[src/sv/alarm_input_qualifier_unit_assert.svh]
// Assertion macros for the alarm input qualifier unit.
`ifndef ALARM_INPUT_QUALIFIER_UNIT_ASSERT_SVH
`define ALARM_INPUT_QUALIFIER_UNIT_ASSERT_SVH

// Same-cycle implication, checked outside reset.
`define AIQU_ASSERT_NOW(label, clk, rst, ante, cons) \
   label: assert property (@(posedge clk) disable iff (rst) (ante) |-> (cons)) \
      else $error("aiqu check failed: consequent false in same cycle");

// Next-cycle implication, checked outside reset.
`define AIQU_ASSERT_NEXT(label, clk, rst, ante, cons) \
   label: assert property (@(posedge clk) disable iff (rst) (ante) |=> (cons)) \
      else $error("aiqu check failed: consequent false in next cycle");

`endif

[src/sv/aiqu_pkg.sv]
// Shared types and constants for the alarm input qualifier.
package aiqu_pkg;

   // Field widths fixed by the interface
   localparam int LINE_WIDTH       = 10;
   localparam int CONFIRM_WIDTH    = 2;
   localparam int CSR_INDEX_WIDTH  = 1;
   localparam int CSR_DATA_WIDTH   = LINE_WIDTH;
   localparam int DEFAULT_NUM_LINES = 10;

   // Register reset values
   localparam logic [LINE_WIDTH-1:0]    NORMAL_RESET  = 10'd858;
   localparam logic [CONFIRM_WIDTH-1:0] CONFIRM_RESET = 2'd3;

   // Lines with a fixed meaning
   localparam int POWER_LINE  = 0;
   localparam int GATE_LINE   = 2;
   localparam int WPOWER_LINE = 5;
   localparam int SMOKE_LINE  = 7;
   localparam int WATER_LINE  = 9;

   // Configuration register indexes
   typedef enum logic [CSR_INDEX_WIDTH-1:0] {
      CSR_NORMAL_PATTERN = 1'b0,
      CSR_CONFIRM_COUNT  = 1'b1
   } csr_index_type;

   // One result word
   typedef struct packed {
      logic [LINE_WIDTH-1:0] alarm_flags;
      logic                  water_loss;
      logic                  smoke_alarm;
      logic                  gate_open;
      logic                  water_power;
      logic                  power_loss;
      logic                  power_cut;
   } result_type;

endpackage

[src/sv/aiqu_lane.sv]
// One debounce lane: confirm counter and alarm flag for a single line.
module aiqu_lane (
   input  logic                              clock,
   input  logic                              reset,
   input  logic                              accept,
   input  logic                              level,
   input  logic                              normal,
   input  logic [aiqu_pkg::CONFIRM_WIDTH-1:0] confirm,
   output logic                              flag_next,
   output logic                              flag_q
);
   import aiqu_pkg::*;

   logic [CONFIRM_WIDTH-1:0] count_ff;
   logic [CONFIRM_WIDTH-1:0] count_in;
   logic [CONFIRM_WIDTH-1:0] count_inc;
   logic                     flag_ff;
   logic                     flag_in;
   logic                     alarm;

   assign alarm     = level ^ normal;
   assign count_inc = count_ff + CONFIRM_WIDTH'(1);

   // Count alarm-level scans; clear at once on a normal-level scan
   always_comb begin
      count_in = count_ff;
      flag_in  = flag_ff;
      if (accept) begin
         if (alarm) begin
            if (!flag_ff) begin
               if ((count_inc >= confirm) || (count_inc == '0)) begin
                  count_in = '0;
                  flag_in  = 1'b1;
               end else begin
                  count_in = count_inc;
               end
            end
         end else begin
            count_in = '0;
            flag_in  = 1'b0;
         end
      end
   end

   always_ff @(posedge clock) begin
      if (reset) begin
         count_ff <= '0;
         flag_ff  <= 1'b0;
      end else begin
         count_ff <= count_in;
         flag_ff  <= flag_in;
      end
   end

   assign flag_next = flag_in;
   assign flag_q    = flag_ff;

endmodule

[src/sv/aiqu_merge.sv]
// Merge stage: decodes lane flags, holds the power-loss latch and buffers result words.
module aiqu_merge #(
   parameter int NUM_LINES = aiqu_pkg::DEFAULT_NUM_LINES
) (
   input  logic                   clock,
   input  logic                   reset,
   input  logic                   accept,
   input  logic [NUM_LINES-1:0]   flags_next,
   input  logic                   out_stall,
   output logic                   out_valid,
   output aiqu_pkg::result_type   out_word,
   output logic                   in_stall
);
   import aiqu_pkg::*;

   logic       water;
   logic       smoke;
   logic       latch_ff;
   logic       latch_in;
   result_type new_word;
   logic       out_valid_ff;
   logic       out_valid_in;
   result_type out_word_ff;
   result_type out_word_in;
   logic       skid_valid_ff;
   logic       skid_valid_in;
   result_type skid_word_ff;
   result_type skid_word_in;
   logic       out_take;

   assign water = flags_next[WATER_LINE];
   assign smoke = flags_next[SMOKE_LINE];

   // Follow line 0 only while neither smoke nor water loss is active
   always_comb begin
      latch_in = latch_ff;
      if (accept && !water && !smoke) begin
         latch_in = flags_next[POWER_LINE];
      end
   end

   // Build the result word of the accepted scan
   always_comb begin
      new_word.alarm_flags = flags_next[LINE_WIDTH-1:0];
      new_word.water_loss  = water;
      new_word.smoke_alarm = smoke;
      new_word.gate_open   = flags_next[GATE_LINE];
      new_word.water_power = flags_next[WPOWER_LINE];
      new_word.power_loss  = latch_in;
      new_word.power_cut   = water | smoke;
   end

   assign out_take = out_valid_ff && !out_stall;

   // Output register plus skid word: refill from skid first, else park the new word
   always_comb begin
      out_valid_in  = out_valid_ff;
      out_word_in   = out_word_ff;
      skid_valid_in = skid_valid_ff;
      skid_word_in  = skid_word_ff;
      if (!out_valid_ff || out_take) begin
         out_valid_in  = skid_valid_ff || accept;
         out_word_in   = skid_valid_ff ? skid_word_ff : new_word;
         skid_valid_in = 1'b0;
      end else if (accept) begin
         skid_valid_in = 1'b1;
         skid_word_in  = new_word;
      end
   end

   always_ff @(posedge clock) begin
      if (reset) begin
         latch_ff      <= 1'b0;
         out_valid_ff  <= 1'b0;
         skid_valid_ff <= 1'b0;
      end else begin
         latch_ff      <= latch_in;
         out_valid_ff  <= out_valid_in;
         skid_valid_ff <= skid_valid_in;
      end
   end

   // Payload registers need no reset
   always_ff @(posedge clock) begin
      out_word_ff  <= out_word_in;
      skid_word_ff <= skid_word_in;
   end

   assign out_valid = out_valid_ff;
   assign out_word  = out_word_ff;
   assign in_stall  = skid_valid_ff;

endmodule

[src/sv/alarm_input_qualifier_unit.sv]
// Alarm input qualifier top level: configuration registers, debounce lanes and merge stage.
//
// Usage:
//   req_*  : one scan of the raw alarm lines per word, taken when req_valid is high
//            and req_stall is low.
//   rsp_*  : one result word per scan (qualified flags and decoded alarms), taken
//            when rsp_valid is high and rsp_stall is low.
//   csr_*  : register writes (index 0 normal_pattern, index 1 confirm_count);
//            csr_ready is always high. Write only while the block is idle.
// Result: each scan's word is registered, in the skid word while an output word is held.
// Throughput: one scan per cycle while req_stall is low; every lane updates its counter and
//   flag in the cycle the scan is taken, so each scan sees the state the previous one left.
// Stall: an output register and a skid word sit behind the merge stage; scans keep
//   flowing while one result waits, and req_stall rises once both hold a word.
// Reset: counters, flags and the power-loss latch clear, the buffers empty, and
//   the registers return to normal_pattern 858 and confirm_count 3.
`include "alarm_input_qualifier_unit_assert.svh"

module alarm_input_qualifier_unit #(
   parameter int NUM_LINES = aiqu_pkg::DEFAULT_NUM_LINES
) (
   input  logic                                clock,
   input  logic                                reset,
   input  logic                                req_valid,
   output logic                                req_stall,
   input  logic [aiqu_pkg::LINE_WIDTH-1:0]      req_raw_lines,
   output logic                                rsp_valid,
   input  logic                                rsp_stall,
   output logic [aiqu_pkg::LINE_WIDTH-1:0]      rsp_alarm_flags,
   output logic                                rsp_water_loss,
   output logic                                rsp_smoke_alarm,
   output logic                                rsp_gate_open,
   output logic                                rsp_water_power,
   output logic                                rsp_power_loss,
   output logic                                rsp_power_cut,
   input  logic                                csr_valid,
   output logic                                csr_ready,
   input  logic [aiqu_pkg::CSR_INDEX_WIDTH-1:0] csr_index,
   input  logic [aiqu_pkg::CSR_DATA_WIDTH-1:0]  csr_wdata
);
   import aiqu_pkg::*;

   logic [LINE_WIDTH-1:0]    normal_pattern_ff;
   logic [LINE_WIDTH-1:0]    normal_pattern_in;
   logic [CONFIRM_WIDTH-1:0] confirm_count_ff;
   logic [CONFIRM_WIDTH-1:0] confirm_count_in;
   logic                     req_accept;
   logic [NUM_LINES-1:0]     raw_ext;
   logic [NUM_LINES-1:0]     normal_ext;
   logic [NUM_LINES-1:0]     alarm_vec;
   logic [NUM_LINES-1:0]     flags_next;
   logic [NUM_LINES-1:0]     flags_q;
   result_type               rsp_word;

   assign csr_ready = 1'b1;

   // Register writes
   always_comb begin
      normal_pattern_in = normal_pattern_ff;
      confirm_count_in  = confirm_count_ff;
      if (csr_valid && csr_ready) begin
         unique case (csr_index_type'(csr_index))
            CSR_NORMAL_PATTERN: normal_pattern_in = csr_wdata[LINE_WIDTH-1:0];
            CSR_CONFIRM_COUNT:  confirm_count_in  = csr_wdata[CONFIRM_WIDTH-1:0];
         endcase
      end
   end

   always_ff @(posedge clock) begin
      if (reset) begin
         normal_pattern_ff <= NORMAL_RESET;
         confirm_count_ff  <= CONFIRM_RESET;
      end else begin
         normal_pattern_ff <= normal_pattern_in;
         confirm_count_ff  <= confirm_count_in;
      end
   end

   assign req_accept = req_valid && !req_stall;

   // Lines past the interface width read level 0 with normal level 0
   assign raw_ext    = NUM_LINES'(req_raw_lines);
   assign normal_ext = NUM_LINES'(normal_pattern_ff);
   assign alarm_vec  = raw_ext ^ normal_ext;

   // One lane per line
   for (genvar i = 0; i < NUM_LINES; i++) begin : g_lane
      aiqu_lane u_lane (
         .clock     (clock),
         .reset     (reset),
         .accept    (req_accept),
         .level     (raw_ext[i]),
         .normal    (normal_ext[i]),
         .confirm   (confirm_count_ff),
         .flag_next (flags_next[i]),
         .flag_q    (flags_q[i])
      );
   end

   aiqu_merge #(
      .NUM_LINES (NUM_LINES)
   ) u_merge (
      .clock      (clock),
      .reset      (reset),
      .accept     (req_accept),
      .flags_next (flags_next),
      .out_stall  (rsp_stall),
      .out_valid  (rsp_valid),
      .out_word   (rsp_word),
      .in_stall   (req_stall)
   );

   assign rsp_alarm_flags = rsp_word.alarm_flags;
   assign rsp_water_loss  = rsp_word.water_loss;
   assign rsp_smoke_alarm = rsp_word.smoke_alarm;
   assign rsp_gate_open   = rsp_word.gate_open;
   assign rsp_water_power = rsp_word.water_power;
   assign rsp_power_loss  = rsp_word.power_loss;
   assign rsp_power_cut   = rsp_word.power_cut;

   // The skid word fills only behind a held output word
   `AIQU_ASSERT_NOW(a_stall_needs_held_word, clock, reset, req_stall, rsp_valid)
   // A set flag stays set while its line keeps the alarm level
   `AIQU_ASSERT_NOW(a_flag_sticks, clock, reset, req_accept, ((flags_q & alarm_vec & ~flags_next) == '0))
   // After a scan, no line at its normal level keeps a flag
   `AIQU_ASSERT_NEXT(a_normal_clears, clock, reset, req_accept, ((flags_q & ~$past(alarm_vec)) == '0))

endmodule
[config.mk]
export PLATFORM = sky130hd
export DESIGN_NAME = alarm_input_qualifier_unit
export DESIGN_NICKNAME = d
export VERILOG_FILES = /design/src/sv/aiqu_pkg.sv /design/src/sv/aiqu_lane.sv /design/src/sv/aiqu_merge.sv /design/src/sv/alarm_input_qualifier_unit.sv
export VERILOG_INCLUDE_DIRS = /design/src /design/src/sv
export SDC_FILE = /design/constraint.sdc
export NUM_CORES = 1
export LEC_CHECK = 0
export ABC_CLOCK_PERIOD_IN_PS = 3300
export BUFFER_PORTS_ARGS = -buffer_cell sky130_fd_sc_hd__buf_2
export CAP_MARGIN = 20
export CORE_MARGIN = 2
export CORE_UTILIZATION = 60
export DETAILED_ROUTE_END_ITERATION = 10
export PLACE_DENSITY = 0.94
export SYNTH_ARGS = -nofsm -noshare
export SYNTH_HDL_FRONTEND = slang
export SYNTH_SLANG_ARGS = --single-unit
[constraint.sdc]
create_clock -name clock -period 3.3 [get_ports clock]
set_input_delay 0.33 -clock clock [delete_from_list [all_inputs] [get_ports clock]]
set_output_delay 0.33 -clock clock [all_outputs]
set_load 0.01 [all_outputs]
# Word-level counts from Yosys, hierarchy flattened
# Cells that the tools add are included.
[totals]
romBits = 0
wordCells = 199
ram_bits = 0
n_memories = 0
reg_bits = 77
latch_bits = 0
[op_classes]
n_mux = 72
n_bitwise = 13
n_lt_le_gt_ge = 10
div = 0
reduce_logical = 45
n_addsub = 10
mul = 0
shift = 0
n_eq_ne = 10
[op_table]
columns = ["cell", "n"]
rows = [
  ["$mux W2", 30],
  ["$mux W1", 41],
  ["$reduce_and A2 Y1", 13],
  ["$add A2 B1 Y2 const B", 10],
  ["$ge A2 B2 Y1", 10],
  ["$logic_not A2 Y1", 10],
  ["$ne A2 B2 Y1 const B", 10],
  ["$mux W16", 1],
  ["$logic_or A1 B1 Y1", 12],
  ["$xor A1 B1 Y1", 10],
  ["$logic_not A1 Y1", 5],
  ["$logic_and A1 B1 Y1", 4],
  ["$not A1 Y1", 2],
  ["$reduce_or A2 Y1", 1],
  ["$or A1 B1 Y1", 1],
]

# Logic depth before layout (Yosys ltp)
[logic_depth]
word_depth = 12
depth_mapped = 6

# Cells and area by module
# Synthesis repeated with hierarchy kept, for this count alone.
[hier_totals]
hier_cells = 358
hier_area_um2 = 3932.5
[modules_own_cells]
columns = ["mod", "instances", "cells_per_inst", "seq_area_each_um2", "area_each_um2"]
rows = [
  ["aiqu_lane", 10, 25, 60.1, 240.2],
  ["aiqu_merge", 1, 55, 780.7, 1016.0],
  ["alarm_input_qualifier_unit", 1, 53, 240.2, 514.2],
]

# Least setup slack after synthesis
# Ideal clock, no wire load.
[synth_path]
path_kind = "flip-flop to flip-flop"
from = "register confirm_count_ff[0]"
to = "register u_merge.out_word_ff (netlist bit u_merge.out_word[1]), data pin"
slack_ps = 1272
stages_incl_launch_ff = 7
t_arrival_ps = 1769
setup_time_ps = 259
synth_period_minus_slack_ps = 2028
path_cell_list = "dfxtp_1 > ha_1 > nand2b_4 > a2111oi_4 > o221ai_1 > a22oi_2 > a21oi_2"
[synth_between]
elab_chain_cells = 11
word_cells_on_any_way = 24
classes_between = "order compare: 3; mux: 14; reduce/logical: 7"
[synth_rtl]
columns = ["element", "line_no", "source"]
rows = [
  ["start: declaration", "alarm_input_qualifier_unit.sv:45", "logic [CONFIRM_WIDTH-1:0] confirm_count_ff;"],
  ["start signal: assignment", "alarm_input_qualifier_unit.sv:75", "confirm_count_ff <= confirm_count_in;"],
  ["$ge A2 B2 Y1", "aiqu_lane.sv:31", "if ((count_inc >= confirm) || (count_inc == '0)) begin"],
  ["$logic_or A1 B1 Y1", "aiqu_lane.sv:31", ""],
  ["$mux W1", "aiqu_lane.sv:31", ""],
  ["$mux W1", "aiqu_lane.sv:30", "if (!flag_ff) begin"],
  ["$mux W1", "aiqu_lane.sv:29", "if (alarm) begin"],
  ["$mux W1", "aiqu_lane.sv:28", "if (accept) begin"],
  ["$logic_not A1 Y1", "aiqu_merge.sv:37", "if (accept && !water && !smoke) begin"],
  ["$logic_and A1 B1 Y1 (2 in a row)", "aiqu_merge.sv:37", ""],
  ["$mux W1 *", "aiqu_merge.sv:37", ""],
  ["$mux W16 *", "aiqu_merge.sv:63", "out_word_in = skid_valid_ff ? skid_word_ff : new_word;"],
  ["end signal: assignment", "aiqu_merge.sv:85", "out_word_ff <= out_word_in;"],
  ["end: declaration", "aiqu_merge.sv:23", "result_type out_word_ff;"],
]
# Mark *: on every way between the ends. The rest lies on a longest branch, timed or not.
# A chain may end at the register's enable or synchronous reset.

# Worst setup path in the final report
# Ends and elaborated chain as after synthesis.

==> impl_metrics.toml <==
[detailed_routing]
routedWlPerCell_um = 14.9
ant_nets = 0
drc = 0
vias_per_cell = 5.66
dr.pass1.iters = 4
drt_iter0_markers = 157
route.vias.total = 2553
wirelength_um = 6740

[yosys]
synth_top_area_share_pct = 26.3
synth.net_count = 390
ys_types = 39
syn_avg_cell_area_sq_um = 10.3
synth-seq-cells = 69
ys_warn_count = 0
postSynthCellCount = 334
synth_top_area_cell = "dfxtp_1"
synth_area_sq_um = 3420
yosysSeqAreaShare_pct = 47.4
synth.area.top_cells = "dfxtp_1 26%, edfxtp_1 21%, ha_1 11%, nand2_1 4.7%, nor2_1 4.5%"

[placement]
place_hpwl_um = 4730
gp_congestion = 0.793
postPlaceCellArea_sq_um = 3660
io_buffers = 43

[critical_path]
cp_top_family = "compound AO/OA/AOI/OAI gates"
cp.arrival_ns = 2.40
crit_buf_inv = 0
endpoint_kind = "flop"
rrSetupSlack_ns = 1.00
critPathRequiredTime_ns = 3.40
path_class = "flop to flop"
reg2reg_from = "confirm_count_ff[0]"
reg2reg_to = "u_merge.out_word[1]"
cp_max_fo = 11
start_kind = "flop"
crit_chain = "ha_1 -> nand2b_4 -> a2111oi_4 -> o221ai_1 -> a22oi_2 -> a21oi_2"
ff2ff_path_depth = 6
critPathSlowestCell = "dfxtp_1"
cp.depth = 6
max_stage_delay_ns = 0.62

[power]
power_leakage_uw = 0.00187
max-vdd-ir-drop_mv = 0.378
powerDensity_nw_per_um2 = 529
power_uw = 2030

[cts]
ctsHoldBuffers = 0
tritoncts = "done"
clk_pin_slew_ns = 0.07
cts.sinks = 69
cts_root_buf = "clkbuf_8"
clockBufferDepth = 2
numCtsBuffers = 9
htree_levels = 3
clock_latency_ns = 0.35
cts-resized-gates = 0
cts_setup_buffers = 0

[timing]
worstMarginPinSlew_ns = 0.817
layout_min_cycle_time_ns = 2.30
relSlewSlack_pct = 45.6
finalSetupViolations = 0
rsz0062_at_grt = "false"
tns_ns = 0
period_share_pct = 69.6
skew_ns = 0.00780
slew_violations = 0
hold_viol_final = 0
fmax_mhz = 435

[min_path]
min_path_type = "primary input to flop"
whs_path_depth = 2
holdPathEnd = "normal_ext[3]"
min_from = "csr_wdata[3]"

[floorplanning]
initial_core_util_pct = 62.2
coreArea_sq_um = 5510
fp.dieW_um = 79.6
ios = 45
rows = 27
die_area_sq_um = 6330
die_h_um = 79.6

[cells_and_area]
n_antenna_cell = 0
final_cell_area_sq_um = 3840
nNetsFinal = 430
syn_to_final_growth_pct = 12.1
fillers = 395
drive_above_1_share_pct = 18.7

[global_routing]
grt_overflow_total = 0
grt_pass1_vias = 2519
grt_max_degree = 46
grt.total_usage_pct = 23.6
grt_pass1_wl_um = 11300
antenna_found_initial = 0

[status]
run_status = "finished, final reports clean"

[run]
cap_violations = 0
[power by group]
| part | internal [uW] | switching, uW | leakage [uW] |
|---|---|---|---|
| clock network | 344 | 310 | 0.0000907 |
| logic | 172 | 207 | 0.00116 |
| registers | 956 | 42.2 | 0.000617 |
[registers in the layout (all words and copies together) (netlist names)]
register	flops
u_merge.out_valid	1
u_merge.skid_word_ff	12
g_lane.u_lane.count_ff	20
u_merge.latch_ff	1
g_lane.u_lane.flag_q	10
u_merge.out_word	12
confirm_count_ff	2
u_merge.in_stall	1
normal_ext	10
[cell usage after synthesis, drive strengths merged]
library cell / count
buf: 10
o221ai: 1
xnor2: 1
nor3: 9
o21ai: 17
nor2b: 7
nand2: 43
mux2i: 13
nand2b: 10
o22ai: 1
clkbuf: 7
and2b: 1
and3: 4
a22oi: 11
a31oi: 1
ha: 30
inv: 14
a2111o: 1
a2111oi: 3
nor2: 41
conb: 1
a311oi: 1
xor2: 10
edfxtp: 24
dfxtp: 45
a21o: 8
a211o: 16
a211oi: 2
a21oi: 2
[routing by layer]
layer  vias up  part of all wire [%]  global-route usage, %
met5         -                     0                      0
met4         0                   1.6                   11.0
met3        12                   4.5                   6.56
met2        54                    52                   40.3
met1      1232                    42                   27.5
li1       1255                     -                      -
[final cells by class]
| cell class | instances | area, sq um | area share, % |
|---|---|---|---|
| Tap cell | 72 | 90.1 | 2.35 |
| Timing Repair Buffer | 46 | 238 | 6.19 |
| Clock buffer | 11 | 131 | 3.42 |
| Inverter | 14 | 52.6 | 1.37 |
| Clock inverter | 5 | 51.3 | 1.34 |
| Multi-Input combinational cell | 234 | 1660 | 43.1 |
| Sequential cell | 69 | 1620 | 42.2 |
[metrics by stage]
step / std cells / worst slack (ns) / utilization (%) / hold WS, ns
2_1_floorplan: 334 / 1.27 / - / 0.435
4_1_cts: 451 / 0.999 / 69.7 / 0.173
3_5_place_dp: 435 / 1.02 / 66.4 / 0.483
6_report: 451 / 1.00 / 69.7 / 0.176
3_3_place_gp: 435 / 1.08 / 66.4 / 0.446
5_1_grt: 451 / 0.890 / 69.7 / 0.171
[cells in the final DEF (no fill, tap or decap), types with 7 or more instances in the layout]
| master | Yosys | final |
|---|---|---|
| nand2_1 | 43 | 43 |
| nand2b_1 | 7 | 7 |
| inv_1 | 14 | 14 |
| a22oi_1 | 10 | 10 |
| o21ai_0 | 16 | 16 |
| edfxtp_1 | 24 | 24 |
| nor3_1 | 9 | 9 |
| nor2_1 | 41 | 41 |
| xor2_1 | 10 | 10 |
| a211o_1 | 15 | 15 |
| ha_1 | 30 | 30 |
| mux2i_1 | 13 | 13 |
| a21o_1 | 8 | 8 |
| dfxtp_1 | 45 | 45 |
| buf_2 | 4 | 43 |
| clkbuf_8 | 0 | 9 |
[worst max path at each step]
stage / from / to / slack (ns)
after global routing: confirm_count_ff[0] / u_merge.out_word[13] / 0.89
after CTS: confirm_count_ff[0] / u_merge.out_word[1] / 1.0
after global placement: confirm_count_ff[0] / u_merge.out_word[1] / 1.08
after floorplan: confirm_count_ff[0] / u_merge.out_word[1] / 1.27
final: confirm_count_ff[0] / u_merge.out_word[1] / 1.00
after detailed placement: confirm_count_ff[0] / u_merge.out_word[1] / 1.02
[worst reg2reg max path: cells and delay by family (launching register included)]
kind	cells	cell delay (ns)
and+or+nand+nor	1	0.15
adders and majority gates	1	0.32
DFF	1	0.62
AOI/OAI and AO/OA	4	0.97
[logic make-up after synthesis]
family,Yosys count,synth area share [%]
mux,13,3.80
xor+xnor,11,2.81
simple gates,115,15.3
flops,69,47.4
compound gates,64,15.3
fa+ha+maj,30,11.0
other cells,1,0.110
buf+inv,31,4.31
Note: power is estimated with default switching activity, not from simulation.
